==> src/hw/rtl/lsb_stego_payload_deframer_defines.svh <==
// Shared assertion macros for the stego deframer.
`ifndef LSB_STEGO_PAYLOAD_DEFRAMER_DEFINES_SVH
`define LSB_STEGO_PAYLOAD_DEFRAMER_DEFINES_SVH

// Check cons in the same cycle as ante.
`define LSPD_ASSERT_SAME(label, clk, rst_n, ante, cons) \
  label: assert property (@(posedge clk) disable iff (!rst_n) (ante) |-> (cons)) \
    else $error("lspd assertion failed");

// Check cons in the cycle after ante.
`define LSPD_ASSERT_NEXT(label, clk, rst_n, ante, cons) \
  label: assert property (@(posedge clk) disable iff (!rst_n) (ante) |=> (cons)) \
    else $error("lspd assertion failed");

`endif

==> src/hw/rtl/lspd_pkg.sv <==
`timescale 1ns / 1ps
`default_nettype none

package lspd_pkg;

  typedef enum logic [2:0] {
    PH_HEADER = 3'd0,
    PH_MAGIC  = 3'd1,
    PH_EXTLEN = 3'd2,
    PH_EXTCHR = 3'd3,
    PH_SIZE   = 3'd4,
    PH_DATA   = 3'd5,
    PH_IDLE   = 3'd6
  } phase_t;

  localparam logic [2:0] SEC_MAGIC   = 3'd0;
  localparam logic [2:0] SEC_EXTLEN  = 3'd1;
  localparam logic [2:0] SEC_EXTCHR  = 3'd2;
  localparam logic [2:0] SEC_SIZE    = 3'd3;
  localparam logic [2:0] SEC_PAYLOAD = 3'd4;

  localparam logic [1:0] CFG_HEADER_LEN  = 2'd0;
  localparam logic [1:0] CFG_MAGIC_LEN   = 2'd1;
  localparam logic [1:0] CFG_MAGIC_VALUE = 2'd2;

  localparam logic [15:0] HEADER_LEN_RST  = 16'd54;
  localparam logic [3:0]  MAGIC_LEN_RST   = 4'd2;
  localparam logic [63:0] MAGIC_VALUE_RST = 64'h0000_0000_0000_2322;

endpackage

`default_nettype wire

==> src/hw/rtl/lsb_stego_payload_deframer.sv <==
`timescale 1ns / 1ps
`default_nettype none
`include "lsb_stego_payload_deframer_defines.svh"

// Extracts an LSB-hidden payload from a stream of image bytes. Each input transaction
// carries one byte and its frame-start flag; the first cfg header_len bytes of a frame are
// skipped, then bit 0 of every byte is shifted in MSB first to form the magic characters,
// the 32-bit extension length, the extension characters, the 32-bit payload size and the
// payload bytes. Each completed field leaves as one output transaction (tuser holds the
// section and the mismatch status, tlast marks the frame's final result). One byte is
// taken every cycle: the decode is a single pass of logic into the result register, and
// in_tready only drops while that register holds a result the sink has not yet taken.
// An accepted byte's result is registered and appears in the next cycle.
module lsb_stego_payload_deframer
  import lspd_pkg::*;
#(
  parameter int MAX_MAGIC_LEN = 8
) (
  input  wire logic        clk,
  input  wire logic        rst_n,
  input  wire logic        in_tvalid,
  output      logic        in_tready,
  input  wire logic [7:0]  in_tdata,    // [7:0] pixel_byte
  input  wire logic        in_tuser,    // [0] frame_start
  output      logic        out_tvalid,
  input  wire logic        out_tready,
  output      logic [31:0] out_tdata,   // [31:0] value
  output      logic [3:0]  out_tuser,   // [2:0] section, [3] status
  output      logic        out_tlast,
  input  wire logic        cfg_we,
  input  wire logic [1:0]  cfg_index,
  input  wire logic [63:0] cfg_data
);

  localparam logic [3:0] MAX_MLEN = 4'(MAX_MAGIC_LEN);

  logic [15:0] header_len_r;
  logic [3:0]  magic_len_r;
  logic [63:0] magic_value_r;

  phase_t      phase_r, phase_nxt;
  logic [15:0] header_count_r, header_count_nxt;
  logic [4:0]  bit_count_r, bit_count_nxt;
  logic [31:0] shift_word_r, shift_word_nxt;
  logic [31:0] remaining_r, remaining_nxt;
  logic [3:0]  magic_index_r, magic_index_nxt;
  logic        magic_ok_r, magic_ok_nxt;

  logic        out_valid_r;
  logic [2:0]  section_r;
  logic [31:0] value_r;
  logic        status_r;
  logic        last_r;

  logic        in_acc;
  logic        bit_in;
  logic [3:0]  mlen;

  phase_t      ph_e, ph_w;
  logic [15:0] hc_e;
  logic [4:0]  bc_e, bc_w;
  logic [31:0] sw_e, sw_w;
  logic [31:0] rem_e;
  logic [3:0]  mi_e, mi_w;
  logic        ok_e;
  logic        hdr_skip;

  logic [31:0] sw_shift;
  logic [4:0]  bc_inc;
  logic        byte_done;
  logic        word_done;
  logic        magic_skip;
  logic [3:0]  mi_inc;
  logic        magic_last;
  logic [2:0]  byte_sel;
  logic [7:0]  expect_byte;
  logic        ok_upd;
  logic [31:0] rem_dec;

  logic        res_valid;
  logic [2:0]  res_section;
  logic [31:0] res_value;
  logic        res_status;
  logic        res_last;

  assign in_tready  = !out_valid_r || out_tready;
  assign in_acc     = in_tvalid && in_tready;
  assign bit_in     = in_tdata[0];
  assign mlen       = (magic_len_r > MAX_MLEN) ? MAX_MLEN : magic_len_r;

  assign out_tvalid = out_valid_r;
  assign out_tdata  = value_r;
  assign out_tuser  = {status_r, section_r};
  assign out_tlast  = last_r;

  // Restart on frame start, then fall out of the header skip when it is done.
  always_comb begin
    ph_e  = in_tuser ? PH_HEADER : phase_r;
    hc_e  = in_tuser ? 16'd0 : header_count_r;
    bc_e  = in_tuser ? 5'd0 : bit_count_r;
    sw_e  = in_tuser ? 32'd0 : shift_word_r;
    rem_e = in_tuser ? 32'd0 : remaining_r;
    mi_e  = in_tuser ? 4'd0 : magic_index_r;
    ok_e  = in_tuser ? 1'b1 : magic_ok_r;

    hdr_skip = (ph_e == PH_HEADER) && (hc_e < header_len_r);
    if ((ph_e == PH_HEADER) && !hdr_skip) begin
      ph_w = PH_MAGIC;
      bc_w = 5'd0;
      sw_w = 32'd0;
      mi_w = 4'd0;
    end else begin
      ph_w = ph_e;
      bc_w = bc_e;
      sw_w = sw_e;
      mi_w = mi_e;
    end

    sw_shift    = {sw_w[30:0], bit_in};
    bc_inc      = bc_w + 5'd1;
    byte_done   = bc_inc >= 5'd8;
    word_done   = bc_inc == 5'd0;
    magic_skip  = mi_w >= mlen;
    mi_inc      = mi_w + 4'd1;
    magic_last  = mi_inc >= mlen;
    byte_sel    = 3'(mlen - 4'd1 - mi_w);
    expect_byte = magic_value_r[{byte_sel, 3'b000} +: 8];
    ok_upd      = ok_e && (sw_shift[7:0] == expect_byte);
    rem_dec     = rem_e - 32'd1;
  end

  // Next state.
  always_comb begin
    phase_nxt        = ph_w;
    header_count_nxt = hc_e;
    bit_count_nxt    = bc_inc;
    shift_word_nxt   = sw_shift;
    remaining_nxt    = rem_e;
    magic_index_nxt  = mi_w;
    magic_ok_nxt     = ok_e;
    unique case (ph_w)
      PH_HEADER: begin
        header_count_nxt = hc_e + 16'd1;
        bit_count_nxt    = bc_w;
        shift_word_nxt   = sw_w;
      end
      PH_MAGIC: begin
        if (magic_skip) begin
          phase_nxt      = PH_EXTLEN;
          bit_count_nxt  = 5'd1;
          shift_word_nxt = {31'd0, bit_in};
        end else if (byte_done) begin
          magic_ok_nxt    = ok_upd;
          magic_index_nxt = mi_inc;
          bit_count_nxt   = 5'd0;
          shift_word_nxt  = 32'd0;
          if (magic_last) begin
            phase_nxt = ok_upd ? PH_EXTLEN : PH_IDLE;
          end
        end
      end
      PH_EXTLEN: begin
        if (word_done) begin
          shift_word_nxt = 32'd0;
          remaining_nxt  = sw_shift;
          phase_nxt      = (sw_shift == 32'd0) ? PH_SIZE : PH_EXTCHR;
        end
      end
      PH_EXTCHR: begin
        if (byte_done) begin
          bit_count_nxt  = 5'd0;
          shift_word_nxt = 32'd0;
          remaining_nxt  = rem_dec;
          if (rem_dec == 32'd0) begin
            phase_nxt = PH_SIZE;
          end
        end
      end
      PH_SIZE: begin
        if (word_done) begin
          shift_word_nxt = 32'd0;
          remaining_nxt  = sw_shift;
          phase_nxt      = (sw_shift == 32'd0) ? PH_IDLE : PH_DATA;
        end
      end
      PH_DATA: begin
        if (byte_done) begin
          bit_count_nxt  = 5'd0;
          shift_word_nxt = 32'd0;
          remaining_nxt  = rem_dec;
          if (rem_dec == 32'd0) begin
            phase_nxt = PH_IDLE;
          end
        end
      end
      PH_IDLE: begin
        bit_count_nxt  = bc_w;
        shift_word_nxt = sw_w;
      end
      default: begin
        bit_count_nxt  = bc_w;
        shift_word_nxt = sw_w;
      end
    endcase
  end

  // Result of this transaction.
  always_comb begin
    res_valid   = 1'b0;
    res_section = SEC_MAGIC;
    res_value   = 32'd0;
    res_status  = 1'b0;
    res_last    = 1'b0;
    unique case (ph_w)
      PH_MAGIC: begin
        if (magic_skip) begin
          res_valid = 1'b1;
        end else if (byte_done && magic_last) begin
          res_valid  = 1'b1;
          res_status = !ok_upd;
          res_last   = !ok_upd;
        end
      end
      PH_EXTLEN: begin
        res_valid   = word_done;
        res_section = SEC_EXTLEN;
        res_value   = sw_shift;
      end
      PH_EXTCHR: begin
        res_valid   = byte_done;
        res_section = SEC_EXTCHR;
        res_value   = {24'd0, sw_shift[7:0]};
      end
      PH_SIZE: begin
        res_valid   = word_done;
        res_section = SEC_SIZE;
        res_value   = sw_shift;
        res_last    = sw_shift == 32'd0;
      end
      PH_DATA: begin
        res_valid   = byte_done;
        res_section = SEC_PAYLOAD;
        res_value   = {24'd0, sw_shift[7:0]};
        res_last    = rem_dec == 32'd0;
      end
      PH_HEADER, PH_IDLE: begin
        res_valid = 1'b0;
      end
      default: begin
        res_valid = 1'b0;
      end
    endcase
  end

  always_ff @(posedge clk) begin
    if (!rst_n) begin
      header_len_r  <= HEADER_LEN_RST;
      magic_len_r   <= MAGIC_LEN_RST;
      magic_value_r <= MAGIC_VALUE_RST;
    end else if (cfg_we) begin
      unique case (cfg_index)
        CFG_HEADER_LEN:  header_len_r  <= cfg_data[15:0];
        CFG_MAGIC_LEN:   magic_len_r   <= cfg_data[3:0];
        CFG_MAGIC_VALUE: magic_value_r <= cfg_data;
        default: begin
        end
      endcase
    end
  end

  always_ff @(posedge clk) begin
    if (!rst_n) begin
      phase_r        <= PH_HEADER;
      header_count_r <= 16'd0;
      bit_count_r    <= 5'd0;
      shift_word_r   <= 32'd0;
      remaining_r    <= 32'd0;
      magic_index_r  <= 4'd0;
      magic_ok_r     <= 1'b1;
    end else if (in_acc) begin
      phase_r        <= phase_nxt;
      header_count_r <= header_count_nxt;
      bit_count_r    <= bit_count_nxt;
      shift_word_r   <= shift_word_nxt;
      remaining_r    <= remaining_nxt;
      magic_index_r  <= magic_index_nxt;
      magic_ok_r     <= magic_ok_nxt;
    end
  end

  // Hold the result until the sink takes it.
  always_ff @(posedge clk) begin
    if (!rst_n) begin
      out_valid_r <= 1'b0;
    end else if (in_acc) begin
      out_valid_r <= res_valid;
    end else if (out_tready) begin
      out_valid_r <= 1'b0;
    end
  end

  always_ff @(posedge clk) begin
    if (in_acc && res_valid) begin
      section_r <= res_section;
      value_r   <= res_value;
      status_r  <= res_status;
      last_r    <= res_last;
    end
  end

  `LSPD_ASSERT_SAME(a_ready_when_empty, clk, rst_n, !out_valid_r, in_tready)
  `LSPD_ASSERT_SAME(a_mismatch_ends_frame, clk, rst_n, out_valid_r && status_r,
                    last_r && (section_r == SEC_MAGIC))
  `LSPD_ASSERT_NEXT(a_mismatch_goes_idle, clk, rst_n, in_acc && res_valid && res_status,
                    phase_r == PH_IDLE)
  `LSPD_ASSERT_SAME(a_magic_index_bound, clk, rst_n, phase_r == PH_MAGIC,
                    magic_index_r <= MAX_MLEN)
  `LSPD_ASSERT_SAME(a_byte_bit_count, clk, rst_n,
                    (phase_r == PH_MAGIC) || (phase_r == PH_EXTCHR) || (phase_r == PH_DATA),
                    bit_count_r < 5'd8)

endmodule

`default_nettype wire

==> config.mk <==
export PLATFORM = sky130hd
export DESIGN_NAME = lsb_stego_payload_deframer
export DESIGN_NICKNAME = d
export VERILOG_FILES = /design/src/hw/rtl/lspd_pkg.sv /design/src/hw/rtl/lsb_stego_payload_deframer.sv
export VERILOG_INCLUDE_DIRS = /design/src /design/src/hw/rtl
export SDC_FILE = /design/constraint.sdc
export NUM_CORES = 1
export LEC_CHECK = 0
export BUFFER_PORTS_ARGS = -buffer_cell sky130_fd_sc_hd__buf_2
export CAP_MARGIN = 25
export CORE_UTILIZATION = 55
export CTS_CLUSTER_DIAMETER = 100
export DETAILED_ROUTE_END_ITERATION = 7
export HOLD_SLACK_MARGIN = 0.08
export PLACE_DENSITY = 0.85
export SKIP_LAST_GASP = 1
export SLEW_MARGIN = 20
export SYNTH_ARGS = -nofsm -noshare
export SYNTH_HDL_FRONTEND = slang
export SYNTH_SLANG_ARGS = --single-unit
==> constraint.sdc <==
create_clock -name clk -period 12.4 [get_ports clk]
set_input_delay 1.24 -clock clk [delete_from_list [all_inputs] [get_ports clk]]
set_output_delay 1.24 -clock clk [all_outputs]
set_load 0.01 [all_outputs]
# Word level (Yosys, flattened, before mapping)
# Cells that the tools add are included.
# classes
n_shift,1
muxes,52
n_addsub,6
n_reduce_logical,22
n_eq_ne,8
n_lt_le_gt_ge,5
# ops
op,n
two-way mux 31 bit,5
case mux 32 bit (2 select lines),2
two-way mux 32 bit,3
case mux 31 bit (3 select lines),1
zero test 32 bit,2
indexed part select 64 x 7 -> 8 bit,1
two-way mux 3 bit,13
two-way mux 16 bit,2
"subtractor 32 x 1 -> 32 bit, second input constant",1
two-way mux 4 bit,6
two-way mux 5 bit,4
"adder 16 x 1 -> 16 bit, second input constant",1
< comparator 16 bit,1
case mux 3 bit (5 select lines),1
case mux 5 bit (3 select lines),1
case mux 3 bit (4 select lines),1
two-way mux 1 bit,10
equality test 8 bit,1
>= comparator 4 bit,2
"equality test 3 x 2 -> 1 bit, second input constant",2
"equality test 3 bit, second input constant",2
logical AND 1 bit,6
zero test 3 bit,2
case mux 1 bit (3 select lines),2
other kinds (17),22
# totals
reg_bits,214
wordCells,109

# Longest topological paths before layout
# Gate-level depths: netlist of the first run.
# logic_depth
ltp_word,15
ltp_mapped,27
depth_no_buf,21

# Worst setup path before layout of the first run
# Ideal clock, no wire load.
# synth_path
path_kind,input port to flip-flop
from,input in_tuser
to,"register value_r[0], in the netlist out_tdata[0] (enable)"
path_stages,24
setup_slack_ns,2.618
setup_time_ns,0.502
n_path_buf,7
t_arrival_ns,9.280
path_cell_list,clkbuf_1 > buf_2 > buf_2 > clkbuf_1 > clkbuf_1 > nor2b_1 > ha_1 > a21oi_1 > o21ai_0 > a21o_1 > or4_1 > nand2_1 > clkbuf_1 > buf_1 > and2_1 > ha_1 > nand3_1 > xor2_1 > and2_1 > nand3_1 > a21o_1 > o22ai_2 > nand2_1 > a311oi_1
# synth_via
elab_chain_cells,13
elab_cells_between_ends,30
classes_between,add/sub (2); order compare (4); eq/ne (5); mux (10); reduce/logical (9)
# synth_rtl
element,line_no,source
from (decl),lsb_stego_payload_deframer.sv:24,"input wire logic in_tuser,"
two-way mux 16 bit or two-way mux 3 bit (tied branches),"lsb_stego_payload_deframer.sv:99, lsb_stego_payload_deframer.sv:98",
< comparator 16 bit or zero test 3 bit (tied branches),"lsb_stego_payload_deframer.sv:106, lsb_stego_payload_deframer.sv:107",
logical AND 1 bit,lsb_stego_payload_deframer.sv:106,hdr_skip = (ph_e == PH_HEADER) && (hc_e < header_len_r);
zero test 1 bit,lsb_stego_payload_deframer.sv:107,if ((ph_e == PH_HEADER) && !hdr_skip) begin
logical AND 1 bit,lsb_stego_payload_deframer.sv:107,
two-way mux 5 bit or two-way mux 4 bit (tied branches),lsb_stego_payload_deframer.sv:107,
adder 5 x 1 -> 5 bit or adder 4 x 1 -> 4 bit (tied branches),"lsb_stego_payload_deframer.sv:120, lsb_stego_payload_deframer.sv:124",
>= comparator 5 x 4 -> 1 bit or >= comparator 4 bit (tied branches),"lsb_stego_payload_deframer.sv:121, lsb_stego_payload_deframer.sv:125",
logical AND 1 bit,lsb_stego_payload_deframer.sv:218,end else if (byte_done && magic_last) begin
two-way mux 1 bit,lsb_stego_payload_deframer.sv:218,
two-way mux 1 bit,lsb_stego_payload_deframer.sv:216,if (magic_skip) begin
case mux 1 bit (3 select lines) *,lsb_stego_payload_deframer.sv:214,unique case (ph_w)
logical AND 1 bit *,lsb_stego_payload_deframer.sv:303,if (in_acc && res_valid) begin
to (signal assigned),lsb_stego_payload_deframer.sv:305,value_r <= res_value;
to (decl),lsb_stego_payload_deframer.sv:51,logic [31:0] value_r;
# Mark *: on every way between the ends. The rest lies on a longest branch, timed or not.
# A chain may end at the register's enable or synchronous reset.

# Worst setup path in the final report of the first run
# layout_path
from,input in_tuser
to,"register value_r[27], in the netlist out_tdata[27] (enable)"
# The elaborated chain is that of the path after synthesis.

==> results of run 1 <==
worst max-delay path, delay by kind of cell:
family          cells  cell delay [ns]
compound gates      6             1.62
xor+xnor            1             0.20
simple gates        8             2.08
buf+inv             4             1.35
fa+ha+maj           2             0.68
kinds of logic (layout without fill, tap and decap cells):
| logic type | Yosys count | count (layout) |
|---|---|---|
| AND/OR/NAND/NOR | 577 | 577 |
| AO/OA/AOI/OAI | 338 | 338 |
| flip-flops | 214 | 214 |
| buffers and inverters | 135 | 198 |
| XOR/XNOR | 36 | 36 |
| multiplexers | 31 | 31 |
| adder cells (fa/ha/maj) | 29 | 29 |
worst max path at each step:
stage	cells past startpoint	endpoint	slack (ns)
after floorplan	24	out_tdata[0]$_DFFE_PP_	2.62
after global placement	21	shift_word_r[19]$_SDFFE_PN0P_	4.91
after detailed placement	21	shift_word_r[19]$_SDFFE_PN0P_	4.82
after CTS	21	shift_word_r[16]$_SDFFE_PN0P_	5.30
after global routing	21	out_tdata[27]$_DFFE_PP_	4.92
final	21	out_tdata[27]$_DFFE_PP_	5.32
area by class of cell:
type | instances | area share (%)
multi-input combinational | 1011 | 49.2
clock buffer | 29 | 4.84
sequential | 214 | 36.4
clock inverter | 11 | 0.578
timing repair buffer | 124 | 5.30
inverter | 34 | 0.999
tap | 270 | 2.64
synthesized netlist by cell type (13+ instances only):
| cell type | instances | share of area (%) |
|---|---|---|
| dfxtp_1 | 177 | 31 |
| edfxtp_1 | 37 | 9.7 |
| clkbuf_1 | 77 | 2.5 |
| a21oi_1 | 129 | 5.6 |
| nand2_1 | 244 | 8.0 |
| a22o_1 | 25 | 1.9 |
| mux4_2 | 16 | 3.1 |
| xnor2_1 | 18 | 1.4 |
| nand3_1 | 30 | 1.3 |
| inv_1 | 32 | 1.0 |
| ha_1 | 28 | 3.1 |
| and2_1 | 34 | 1.9 |
| nor2b_1 | 19 | 1.0 |
| xor2_1 | 18 | 1.4 |
| nor2_1 | 100 | 3.3 |
| nor3_1 | 26 | 1.1 |
| o2bb2ai_1 | 25 | 1.9 |
| a32oi_1 | 13 | 0.99 |
| nand2b_1 | 13 | 0.71 |
| and3_1 | 14 | 0.76 |
| o21ai_0 | 36 | 1.6 |
| nor4_1 | 27 | 1.5 |
| a22oi_1 | 13 | 0.85 |
sequential cells by signal, indices dropped and copies added, names as in the netlist, 4 cells and up:
| name | flops |
|---|---|
| bit_count_r | 5 |
| remaining_r | 32 |
| magic_len_r | 4 |
| header_len_r | 16 |
| magic_index_r | 4 |
| magic_value_r | 64 |
| header_count_r | 16 |
| out_tdata | 32 |
| shift_word_r | 31 |
per-layer routing:
layer | up-vias | part of all wire, % | routed length, um | global-route usage (%)
met1 | 5049 | 39 | 12500 | 35.7
li1 | 4985 | - | - | -
met2 | 526 | 48 | 15400 | 51.0
met5 | - | 0 | 0 | 0
met3 | 110 | 7.2 | 2280 | 4.00
met4 | 0 | 5.4 | 1720 | 16.6
power breakdown:
group / internal, mW / switching, mW
combinational: 0.0603 / 0.100
clock: 0.354 / 0.279
sequential: 0.716 / 0.00916
layout by cell type (no fill, tap or decap), drive strengths merged, types with 12 or more instances in the layout:
cell type / count
a21oi: 130
a22o: 25
a22oi: 13
a31oi: 12
a32oi: 13
and2: 34
and3: 14
buf: 124
clkbuf: 29
dfxtp: 177
edfxtp: 37
ha: 28
inv: 33
mux2i: 12
mux4: 16
nand2: 244
nand2b: 13
nand3: 31
nand4: 12
nor2: 100
nor2b: 19
nor3: 26
nor4: 31
o21ai: 37
o2bb2ai: 25
or4: 13
xnor2: 18
xor2: 18
==> results.py, run 1 <==
metrics = {
    "finish": {
        "diodes": 0,
        "utilization_pct": 62.9,
        "final_cell_area_mm2": 0.0128,
        "fillers": 1726,
        "register_area_mm2": 0.00465,
        "nNetsFinal": 1517,
        "instances_no_fill": 1693,
        "multi_input_area_mm2": 0.00628,
        "syn2layout_area_growth_pct": 11.5,
        "layout-drive-gt1-share_pct": 14.4,
    },
    "grt": {
        "global_route.usage.total_pct": 29.6,
        "grt_pass1_vias": 10100,
        "grt_overflow": 0,
        "grt_max_degree": 110,
        "antenna_found_initial": 0,
        "grt_pass1_wl_mm": 51.2,
    },
    "yosys": {
        "synthAdderAreaFrac_pct": 3.23,
        "syn_inst": 1360,
        "yosysWarnings": 0,
        "synth_flop_cell": "dfxtp_1",
        "synth_top_family_by_area": "simple AND/OR/NAND/NOR gates",
        "postSynthAreaPerCell_um2": 8.42,
        "synth-seq-cells": 214,
        "yosys.area_share.simple_pct": 24.4,
        "synthesis.area_mm2": 0.0115,
        "synth_nets": 1469,
        "ys_types": 85,
        "synth_xor_area_share_pct": 2.75,
        "synthArstFlopShare_pct": 0,
        "ys_seq_area_share_pct": 40.6,
        "synth_edf_count": 37,
        "synth_mux_area_share_pct": 4.49,
        "synth_compound_area_share_pct": 19.7,
    },
    "worst_setup_path": {
        "endpoint_kind": "flop",
        "critPathMaxStageDelay_ns": 0.59,
        "ff2ff_setup_slack_ns": 6.32,
        "path_common_cell": "buf_4",
        "cp-startpoint": "in_tuser",
        "path_cells": "buf_2 -> buf_4 -> nor2b_1 -> ha_1 -> a21o_1 -> a21oi_1 -> o211ai_1 -> or4_1 -> nand2_1 -> buf_4 -> and2_1 -> ha_1 -> nand3_1 -> xor2_1 -> and2_1 -> nand3_1 -> a21o_1 -> o22ai_2 -> nand2_1 -> a311oi_4 -> buf_4",
        "critPathRequiredTime_ns": 12.55,
        "r2r_start": "header_count_r[6]$_SDFFE_PN0P_",
        "worst-setup-path-type": "in2reg",
        "r2r_end": "out_tdata[27]$_DFFE_PP_",
        "critPathLaunchType": "input port",
        "r2r_cells": 19,
        "critPathMaxFanout": 60,
        "cp.arrival_ns": 7.23,
        "critPathSlowestCell": "or4_1",
    },
    "floorplanning": {
        "rows": 52,
        "ios": 119,
        "die_area_mm2": 0.0214,
        "die_w_um": 146,
        "die_y_um": 146,
        "initial_core_util_pct": 56.4,
        "core_area_mm2": 0.0203,
    },
    "pwr": {
        "total_power_mw": 1.52,
        "power_density_mw_per_mm2": 119,
        "ir_worst_vdd_uv": 99.9,
        "p_leak_nw": 4.79,
    },
    "sta": {
        "drv_slew": 0,
        "rsz0062_at_grt": "no",
        "setup-tns-final_ns": 0,
        "tightest_slew_ns": 0.977,
        "fmax_mhz": 141,
        "fin_crit_sh_pct": 57.1,
        "final_hold_viol_count": 0,
        "setup_violations": 0,
        "finalClockSkew_ns": 0.0211,
        "setup_ws_ns": 5.32,
        "holdWs_ns": 0.451,
        "slew_headroom_pct": 34.7,
        "min_period_ns": 7.08,
    },
    "hold_path": {
        "worstHoldStart": "magic_value_r[50]$_SDFFE_PN0P_",
        "holdPathEnd": "magic_value_r[50]$_SDFFE_PN0P_",
        "hold_depth": 2,
        "hold_class": "reg2reg",
    },
    "clock_network": {
        "cts.sink_count": 214,
        "hold_buffers": 0,
        "cts_root_buffer": "clkbuf_16",
        "numCtsBuffers": 23,
        "cts_setup_buffers": 0,
        "clkLatencyLatePin_ns": 0.51,
        "cts_buffer_depth": 3,
        "cts_resized": 0,
        "clkTransAtPathRegs_ns": 0.06,
        "h-tree-depth": 1,
        "cts_tree": "yes",
    },
    "routing": {
        "ant_nets": 0,
        "vias_per_cell": 6.30,
        "routedWlPerCell_um": 18.8,
        "routed-via-count": 10700,
        "drtPass1Iterations": 5,
        "drcViolationCount": 0,
        "wl_mm": 31.9,
        "drt_iter0_drc": 911,
    },
    "job": {
        "drv_cap": 0,
    },
    "placed_design": {
        "post-dp-hpwl_mm": 21.8,
        "io_buffers": 111,
        "dp.cells": 1651,
        "place.gp.congestion": 0.941,
        "preCtsSetupSlack_ns": 4.82,
        "placed_area_mm2": 0.0120,
    },
    "run_status": {
        "outcome": "finished clean",
    },
}
(Power assumes the default switching activity.)
==> inputs of run 2 (changes only) <==
--- a/config.mk
+++ b/config.mk
@@ -6,13 +6,14 @@
 export SDC_FILE = /design/constraint.sdc
 export NUM_CORES = 1
 export LEC_CHECK = 0
+export ABC_AREA = 1
 export BUFFER_PORTS_ARGS = -buffer_cell sky130_fd_sc_hd__buf_2
 export CAP_MARGIN = 25
-export CORE_UTILIZATION = 55
+export CORE_UTILIZATION = 54
 export CTS_CLUSTER_DIAMETER = 100
 export DETAILED_ROUTE_END_ITERATION = 7
 export HOLD_SLACK_MARGIN = 0.08
-export PLACE_DENSITY = 0.85
+export PLACE_DENSITY = 0.87
 export SKIP_LAST_GASP = 1
 export SLEW_MARGIN = 20
 export SYNTH_ARGS = -nofsm -noshare
==> constraint.sdc (replaced) <==
create_clock -name clk -period 5.8 [get_ports clk]
set_input_delay 0.58 -clock clk [delete_from_list [all_inputs] [get_ports clk]]
set_output_delay 0.58 -clock clk [all_outputs]
set_load 0.01 [all_outputs]
==> results.py, run 2 <==
metrics = {
    "finish": {
        "diodes": 0,
        "fillers": 2014,
        "largest_register_ffs": 64,
        "syn2layout_area_growth_pct": 11.5,
        "nNetsFinal": 2092,
        "layout-drive-gt1-share_pct": 11.4,
        "final_cell_area_mm2": 0.0140,
        "final_cell_mix": "nand2_1 (511), inv_1 (249), a21oi_1 (240)",
        "regMostFlops": "magic_value_r",
        "final_common_cell": "nand2_1",
    },
    "floorplanning": {
        "die_area_mm2": 0.0239,
        "die_y_um": 155,
        "core_area_mm2": 0.0227,
        "ios": 119,
        "die_w_um": 155,
        "rows": 55,
        "initial_core_util_pct": 55.4,
    },
    "placed_design": {
        "post-dp-hpwl_mm": 23.2,
        "place.gp.congestion": 0.931,
        "placed_area_mm2": 0.0132,
        "io_buffers": 111,
    },
    "pwr": {
        "p_leak_nw": 6.49,
        "ir_worst_vdd_uv": 243,
        "pwr-share-seq_pct": 41.9,
        "netSwitchingPower_mw": 1.08,
        "p_sw_share_pct": 28.5,
        "power_density_mw_per_mm2": 270,
        "p_int_mw": 2.70,
        "power_frac_comb_pct": 15.8,
        "clkPwrFrac_pct": 42.2,
    },
    "routing": {
        "routed-via-count": 12800,
        "drt_iter0_drc": 1128,
        "routedWlPerCell_um": 14.9,
        "vias_per_cell": 5.59,
        "wl_mm": 34.0,
        "drtPass1Iterations": 6,
        "drcViolationCount": 0,
        "ant_nets": 0,
    },
    "yosys": {
        "synth_top_family_by_area": "simple AND/OR/NAND/NOR gates",
        "synth_compound_area_share_pct": 19.6,
        "ys_types": 45,
        "yosys.area_share.simple_pct": 27.6,
        "yosysMostFrequentCell": "nand2_1",
        "synth_top_area_share_pct": 28.2,
        "synth.area.top_cells": "dfxtp_1 (28%), nand2_1 (15%), a21oi_1 (9.6%)",
        "syn_inst": 1927,
        "yosysWarnings": 0,
        "synth_flop_cell": "dfxtp_1",
        "synthArstFlopShare_pct": 0,
        "ys_seq_area_share_pct": 37.0,
        "synth_nets": 2036,
        "synthesis.area_mm2": 0.0126,
        "postSynthAreaPerCell_um2": 6.52,
        "synthAdderAreaFrac_pct": 2.95,
        "synth_edf_count": 37,
        "synth_area_leader_cell": "dfxtp_1",
        "synth_commonest_cells": "nand2_1 (511), inv_1 (252), a21oi_1 (240)",
        "synth_mux_area_share_pct": 0,
        "synth_xor_area_share_pct": 1.38,
        "synth-seq-cells": 214,
    },
    "worst_setup_path": {
        "path_buf_inv": 8,
        "r2r_cells": 28,
        "critPathMaxFanout": 40,
        "critPathLaunchType": "input port",
        "critPathMaxStageDelay_ns": 0.56,
        "worst-setup-path-type": "in2reg",
        "critPathRequiredTime_ns": 6.18,
        "critPathTopFamily": "buffers and inverters",
        "critPathSlowestCell": "fa_1",
        "ff2ff_setup_slack_ns": 0.89,
        "cp.arrival_ns": 5.30,
        "r2r_end": "phase_r[2]$_SDFFE_PN0P_",
        "cp.depth": 32,
        "r2r_start": "header_count_r[13]$_SDFFE_PN0P_",
        "endpoint_kind": "flop",
        "path_common_cell": "nand2_1",
    },
    "hold_path": {
        "hold_class": "in2reg",
        "holdPathEnd": "magic_value_r[9]$_SDFFE_PN1P_",
        "worstHoldStart": "cfg_data[9]",
        "hold_depth": 3,
    },
    "sta": {
        "tightest_slew_ns": 1.04,
        "drv_slew": 0,
        "min_period_ns": 4.91,
        "setup_violations": 0,
        "fmax_mhz": 203,
        "slew_headroom_pct": 30.3,
        "fin_crit_sh_pct": 84.7,
        "rsz0062_at_grt": "no",
        "finalClockSkew_ns": 0.0159,
        "setup-tns-final_ns": 0,
        "final_hold_viol_count": 0,
    },
    "clock_network": {
        "cts.sink_count": 214,
        "numCtsBuffers": 24,
        "cts_resized": 0,
        "clkLatencyLatePin_ns": 0.52,
        "cts_root_buffer": "clkbuf_16",
        "hold_buffers": 0,
        "h-tree-depth": 1,
        "cts_tree": "yes",
        "cts_setup_buffers": 0,
        "cts_buffer_depth": 3,
        "clkTransAtPathRegs_ns": 0.06,
    },
    "job": {
        "drv_cap": 0,
    },
    "grt": {
        "global_route.usage.total_pct": 28.5,
        "grt_pass1_vias": 11600,
        "grt_max_degree": 113,
        "grt_overflow": 0,
        "grt_pass1_wl_mm": 56.1,
        "antenna_found_initial": 1,
    },
    "run_status": {
        "outcome": "finished clean",
    },
}
[run 2: cell count changes in the layout (fill, tap and decap cells not counted), sizes merged, moves of 16 or more]
| cell | before | now |
|---|---|---|
| nand2 | 244 | 530 |
| inv | 33 | 262 |
| o21ai | 37 | 196 |
| a21oi | 130 | 240 |
| nor2 | 100 | 178 |
| nand3 | 31 | 84 |
| and2 | 34 | 0 |
| nor4 | 31 | 4 |
| a22o | 25 | 0 |
| o2bb2ai | 25 | 0 |
| nor2b | 19 | 0 |
| mux4 | 16 | 0 |
[run 2: worst max-delay path by stage]
stage	from	end
floorplan	in_tuser	out_tlast$_DFFE_PP_
detailed placement	in_tuser	phase_r[2]$_SDFFE_PN0P_
CTS	header_count_r[13]$_SDFFE_PN0P_	phase_r[2]$_SDFFE_PN0P_
finish	in_tuser	phase_r[2]$_SDFFE_PN0P_
global route	in_tuser	phase_r[2]$_SDFFE_PN0P_
global placement	in_tuser	phase_r[2]$_SDFFE_PN0P_
[run 2: final cells by class]
cell class	count	area, um^2	share of cell area [%]
multi-input cells	1352	6480	46.2
clock buffers	30	697	4.97
flip-flops and latches	214	4650	33.2
repair buffers	128	693	4.94
well taps	285	357	2.54
inverters	263	991	7.07
clock inverters	14	146	1.04
[run 2: stage by stage]
stage	cells	util (%)	total power, mW	setup slack (ns)	hold slack, ns
2_1_floorplan	1927	-	2.04	0.0751	0.425
3_3_place_gp	2241	58.0	2.18	0.556	0.434
4_1_cts	2285	61.7	3.78	0.927	0.273
6_report	2286	61.7	3.78	0.885	0.283
5_1_grt	2286	61.7	3.94	0.432	0.281
3_5_place_dp	2241	58.0	2.20	0.446	0.440
[run 2: cells by family (layout without fill, tap and decap cells)]
| family | after synthesis | count (layout) |
|---|---|---|
| flops | 214 | 214 |
| compound gates | 472 | 472 |
| fa+ha+maj | 29 | 29 |
| xor+xnor | 19 | 19 |
| simple gates | 832 | 832 |
| buf+inv | 361 | 435 |
[run 2: metal layers]
metal	share of wire (%)	track usage, %
met4	3.8	11.7
met1	44	38.2
met5	0	0
met2	45	46.0
met3	7.5	4.31
[run 2: power groups by stage]
| stage | clock (mW) | combinational, mW | sequential [mW] |
|---|---|---|---|
| floorplan | 0 | 0.432 | 1.61 |
| global placement | 0 | 0.568 | 1.61 |
| detailed placement | 0 | 0.581 | 1.62 |
| CTS | 1.61 | 0.586 | 1.58 |
| global route | 1.68 | 0.669 | 1.59 |
| finish | 1.60 | 0.598 | 1.59 |
[run 2: tightest hold or removal path, stage by stage]
cell	delay [ns]
buf_2	0.09
nand2_1	0.05
nand3_1	0.05
==> inputs of run 3 (changes only) <==
==> constraint.sdc (replaced) <==
create_clock -name clk -period 4.5 [get_ports clk]
set_input_delay 0.45 -clock clk [delete_from_list [all_inputs] [get_ports clk]]
set_output_delay 0.45 -clock clk [all_outputs]
set_load 0.01 [all_outputs]
==> results.py, run 3 (same netlist as run 2, synthesis figures left out) <==
metrics = {
    "clock_network": {
        "cts_root_buffer": "clkbuf_16",
        "hold_buffers": 0,
        "clkLatencyLatePin_ns": 0.54,
        "cts.sink_count": 214,
        "clkTransAtPathRegs_ns": 0.06,
        "h-tree-depth": 1,
        "cts_buffer_depth": 3,
        "numCtsBuffers": 24,
        "cts_tree": "yes",
    },
    "finish": {
        "regMostFlops": "magic_value_r",
        "utilization_pct": 62.6,
        "nNetsFinal": 2110,
        "syn2layout_area_growth_pct": 13.1,
        "register_area_mm2": 0.00465,
        "instances_no_fill": 2303,
        "fillers": 2006,
        "multi_input_area_mm2": 0.00652,
        "final_cell_area_mm2": 0.0142,
        "final_common_cell": "nand2_1",
        "final_cell_mix": "nand2_1 (508), inv_1 (248), a21oi_1 (240)",
        "layout-drive-gt1-share_pct": 12.6,
        "largest_register_ffs": 64,
        "diodes": 0,
    },
    "routing": {
        "routedWlPerCell_um": 14.8,
        "vias_per_cell": 5.52,
        "ant_nets": 0,
        "routed-via-count": 12700,
        "wl_mm": 34.1,
        "drcViolationCount": 0,
        "drt_iter0_drc": 1071,
        "drtPass1Iterations": 6,
    },
    "hold_path": {
        "hold_class": "in2reg",
    },
    "sta": {
        "setup-tns-final_ns": 0,
        "final_hold_viol_count": 0,
        "fmax_mhz": 238,
        "min_period_ns": 4.21,
        "holdWs_ns": 0.153,
        "setup_violations": 0,
        "slew_headroom_pct": 31.4,
        "tightest_slew_ns": 1.03,
        "finalClockSkew_ns": 0.0120,
        "drv_slew": 0,
        "fin_crit_sh_pct": 93.5,
    },
    "worst_setup_path": {
        "critPathSlowestCell": "fa_2",
        "critPathRequiredTime_ns": 4.77,
        "worst-setup-path-type": "reg2reg",
        "critPathLaunchType": "flop",
        "critPathMaxStageDelay_ns": 0.62,
        "path_cells": "inv_1 -> nor2_1 -> ha_1 -> a21oi_1 -> o21a_1 -> nand2_1 -> nand2_1 -> nand2_2 -> nand2_4 -> nand3_1 -> ha_1 -> fa_2 -> clkinv_4 -> a21oi_1 -> o21ai_0 -> a21oi_1 -> a31oi_1 -> xor2_1 -> inv_1 -> nand4_1 -> nor2_1 -> nand3_1 -> nand2_2 -> nand3_1",
        "critPathTopFamily": "simple AND/OR/NAND/NOR gates",
        "endpoint_kind": "flop",
        "path_buf_inv": 3,
        "critPathMaxFanout": 8,
        "cp.arrival_ns": 4.48,
    },
    "pwr": {
        "p_leak_nw": 6.59,
        "ir_worst_vdd_uv": 315,
        "power_density_mw_per_mm2": 343,
    },
    "floorplanning": {
        "core_area_mm2": 0.0227,
        "die_y_um": 155,
        "die_w_um": 155,
        "ios": 119,
        "die_area_mm2": 0.0239,
        "rows": 55,
        "initial_core_util_pct": 55.4,
    },
    "grt": {
        "grt_pass1_wl_mm": 55.7,
        "global_route.usage.total_pct": 28.4,
        "grt_max_degree": 111,
        "grt_most_used_layer": "met2",
        "met3_usage_pct": 3.19,
        "grt_pass1_vias": 11600,
        "grt_overflow": 0,
        "globalRouteMet2Util_pct": 46.6,
        "antenna_found_initial": 0,
        "met1_usage_pct": 39.1,
    },
    "placed_design": {
        "post-dp-hpwl_mm": 24.1,
        "io_buffers": 111,
        "placed_area_mm2": 0.0134,
        "place.gp.congestion": 0.936,
        "dp.cells": 2259,
    },
    "run_status": {
        "outcome": "finished clean",
    },
    "job": {
        "drv_cap": 0,
    },
}
-- run 3: tightest hold or removal path, delay by kind of cell --
| family | cells | cell delay [ns] |
|---|---|---|
| simple gates | 2 | 0.10 |
| buf+inv | 1 | 0.10 |
-- run 3: repair_timing --
action / in CTS / in global routing
setup buffers: 0 / 0
resized for setup: 0 / 2
endpoints found under the setup margin: 0 / 3
-- run 3: worst paths after layout --
| kind | start | endpoint | slack [ns] | cells past startpoint |
|---|---|---|---|---|
| worst max-delay path | header_count_r[5]$_SDFFE_PN0P_ | out_tlast$_DFFE_PP_ | 0.29 | 24 |
| worst min-delay path | cfg_data[9] | magic_value_r[9]$_SDFFE_PN1P_ | 0.15 | 3 |
| worst max register to register | header_count_r[5]$_SDFFE_PN0P_ | out_tlast$_DFFE_PP_ | 0.29 | 24 |
| worst min register to register | magic_value_r[54]$_SDFFE_PN0P_ | magic_value_r[54]$_SDFFE_PN0P_ | 0.45 | 2 |
-- run 3: cell type report --
class / count / area share, %
Timing Repair Buffer: 146 / 6.00
Tap cell: 285 / 2.51
Clock buffer: 31 / 4.63
Multi-Input combinational cell: 1352 / 45.9
Sequential cell: 214 / 32.7
Inverter: 263 / 7.12
Clock inverter: 12 / 1.14
-- run 3: metrics by stage --
stage	power (mW)	worst slack (ns)
2_1_floorplan	2.65	-0.180
3_3_place_gp	2.84	0.0414
3_5_place_dp	2.86	-0.00874
4_1_cts	4.88	0.299
5_1_grt	5.08	-0.0408
6_report	4.88	0.292
-- run 3: metal layers --
metal | up-vias | wire length (um)
met5 | - | 0
met4 | 0 | 592
met3 | 47 | 2550
met2 | 496 | 15700
met1 | 5810 | 15300
li1 | 6360 | -
-- run 3: power by group --
group | switching [mW] | internal (mW)
Combinational | 0.534 | 0.262
Sequential | 0.0327 | 2.01
Clock | 0.830 | 1.21
Total | 1.40 | 3.49
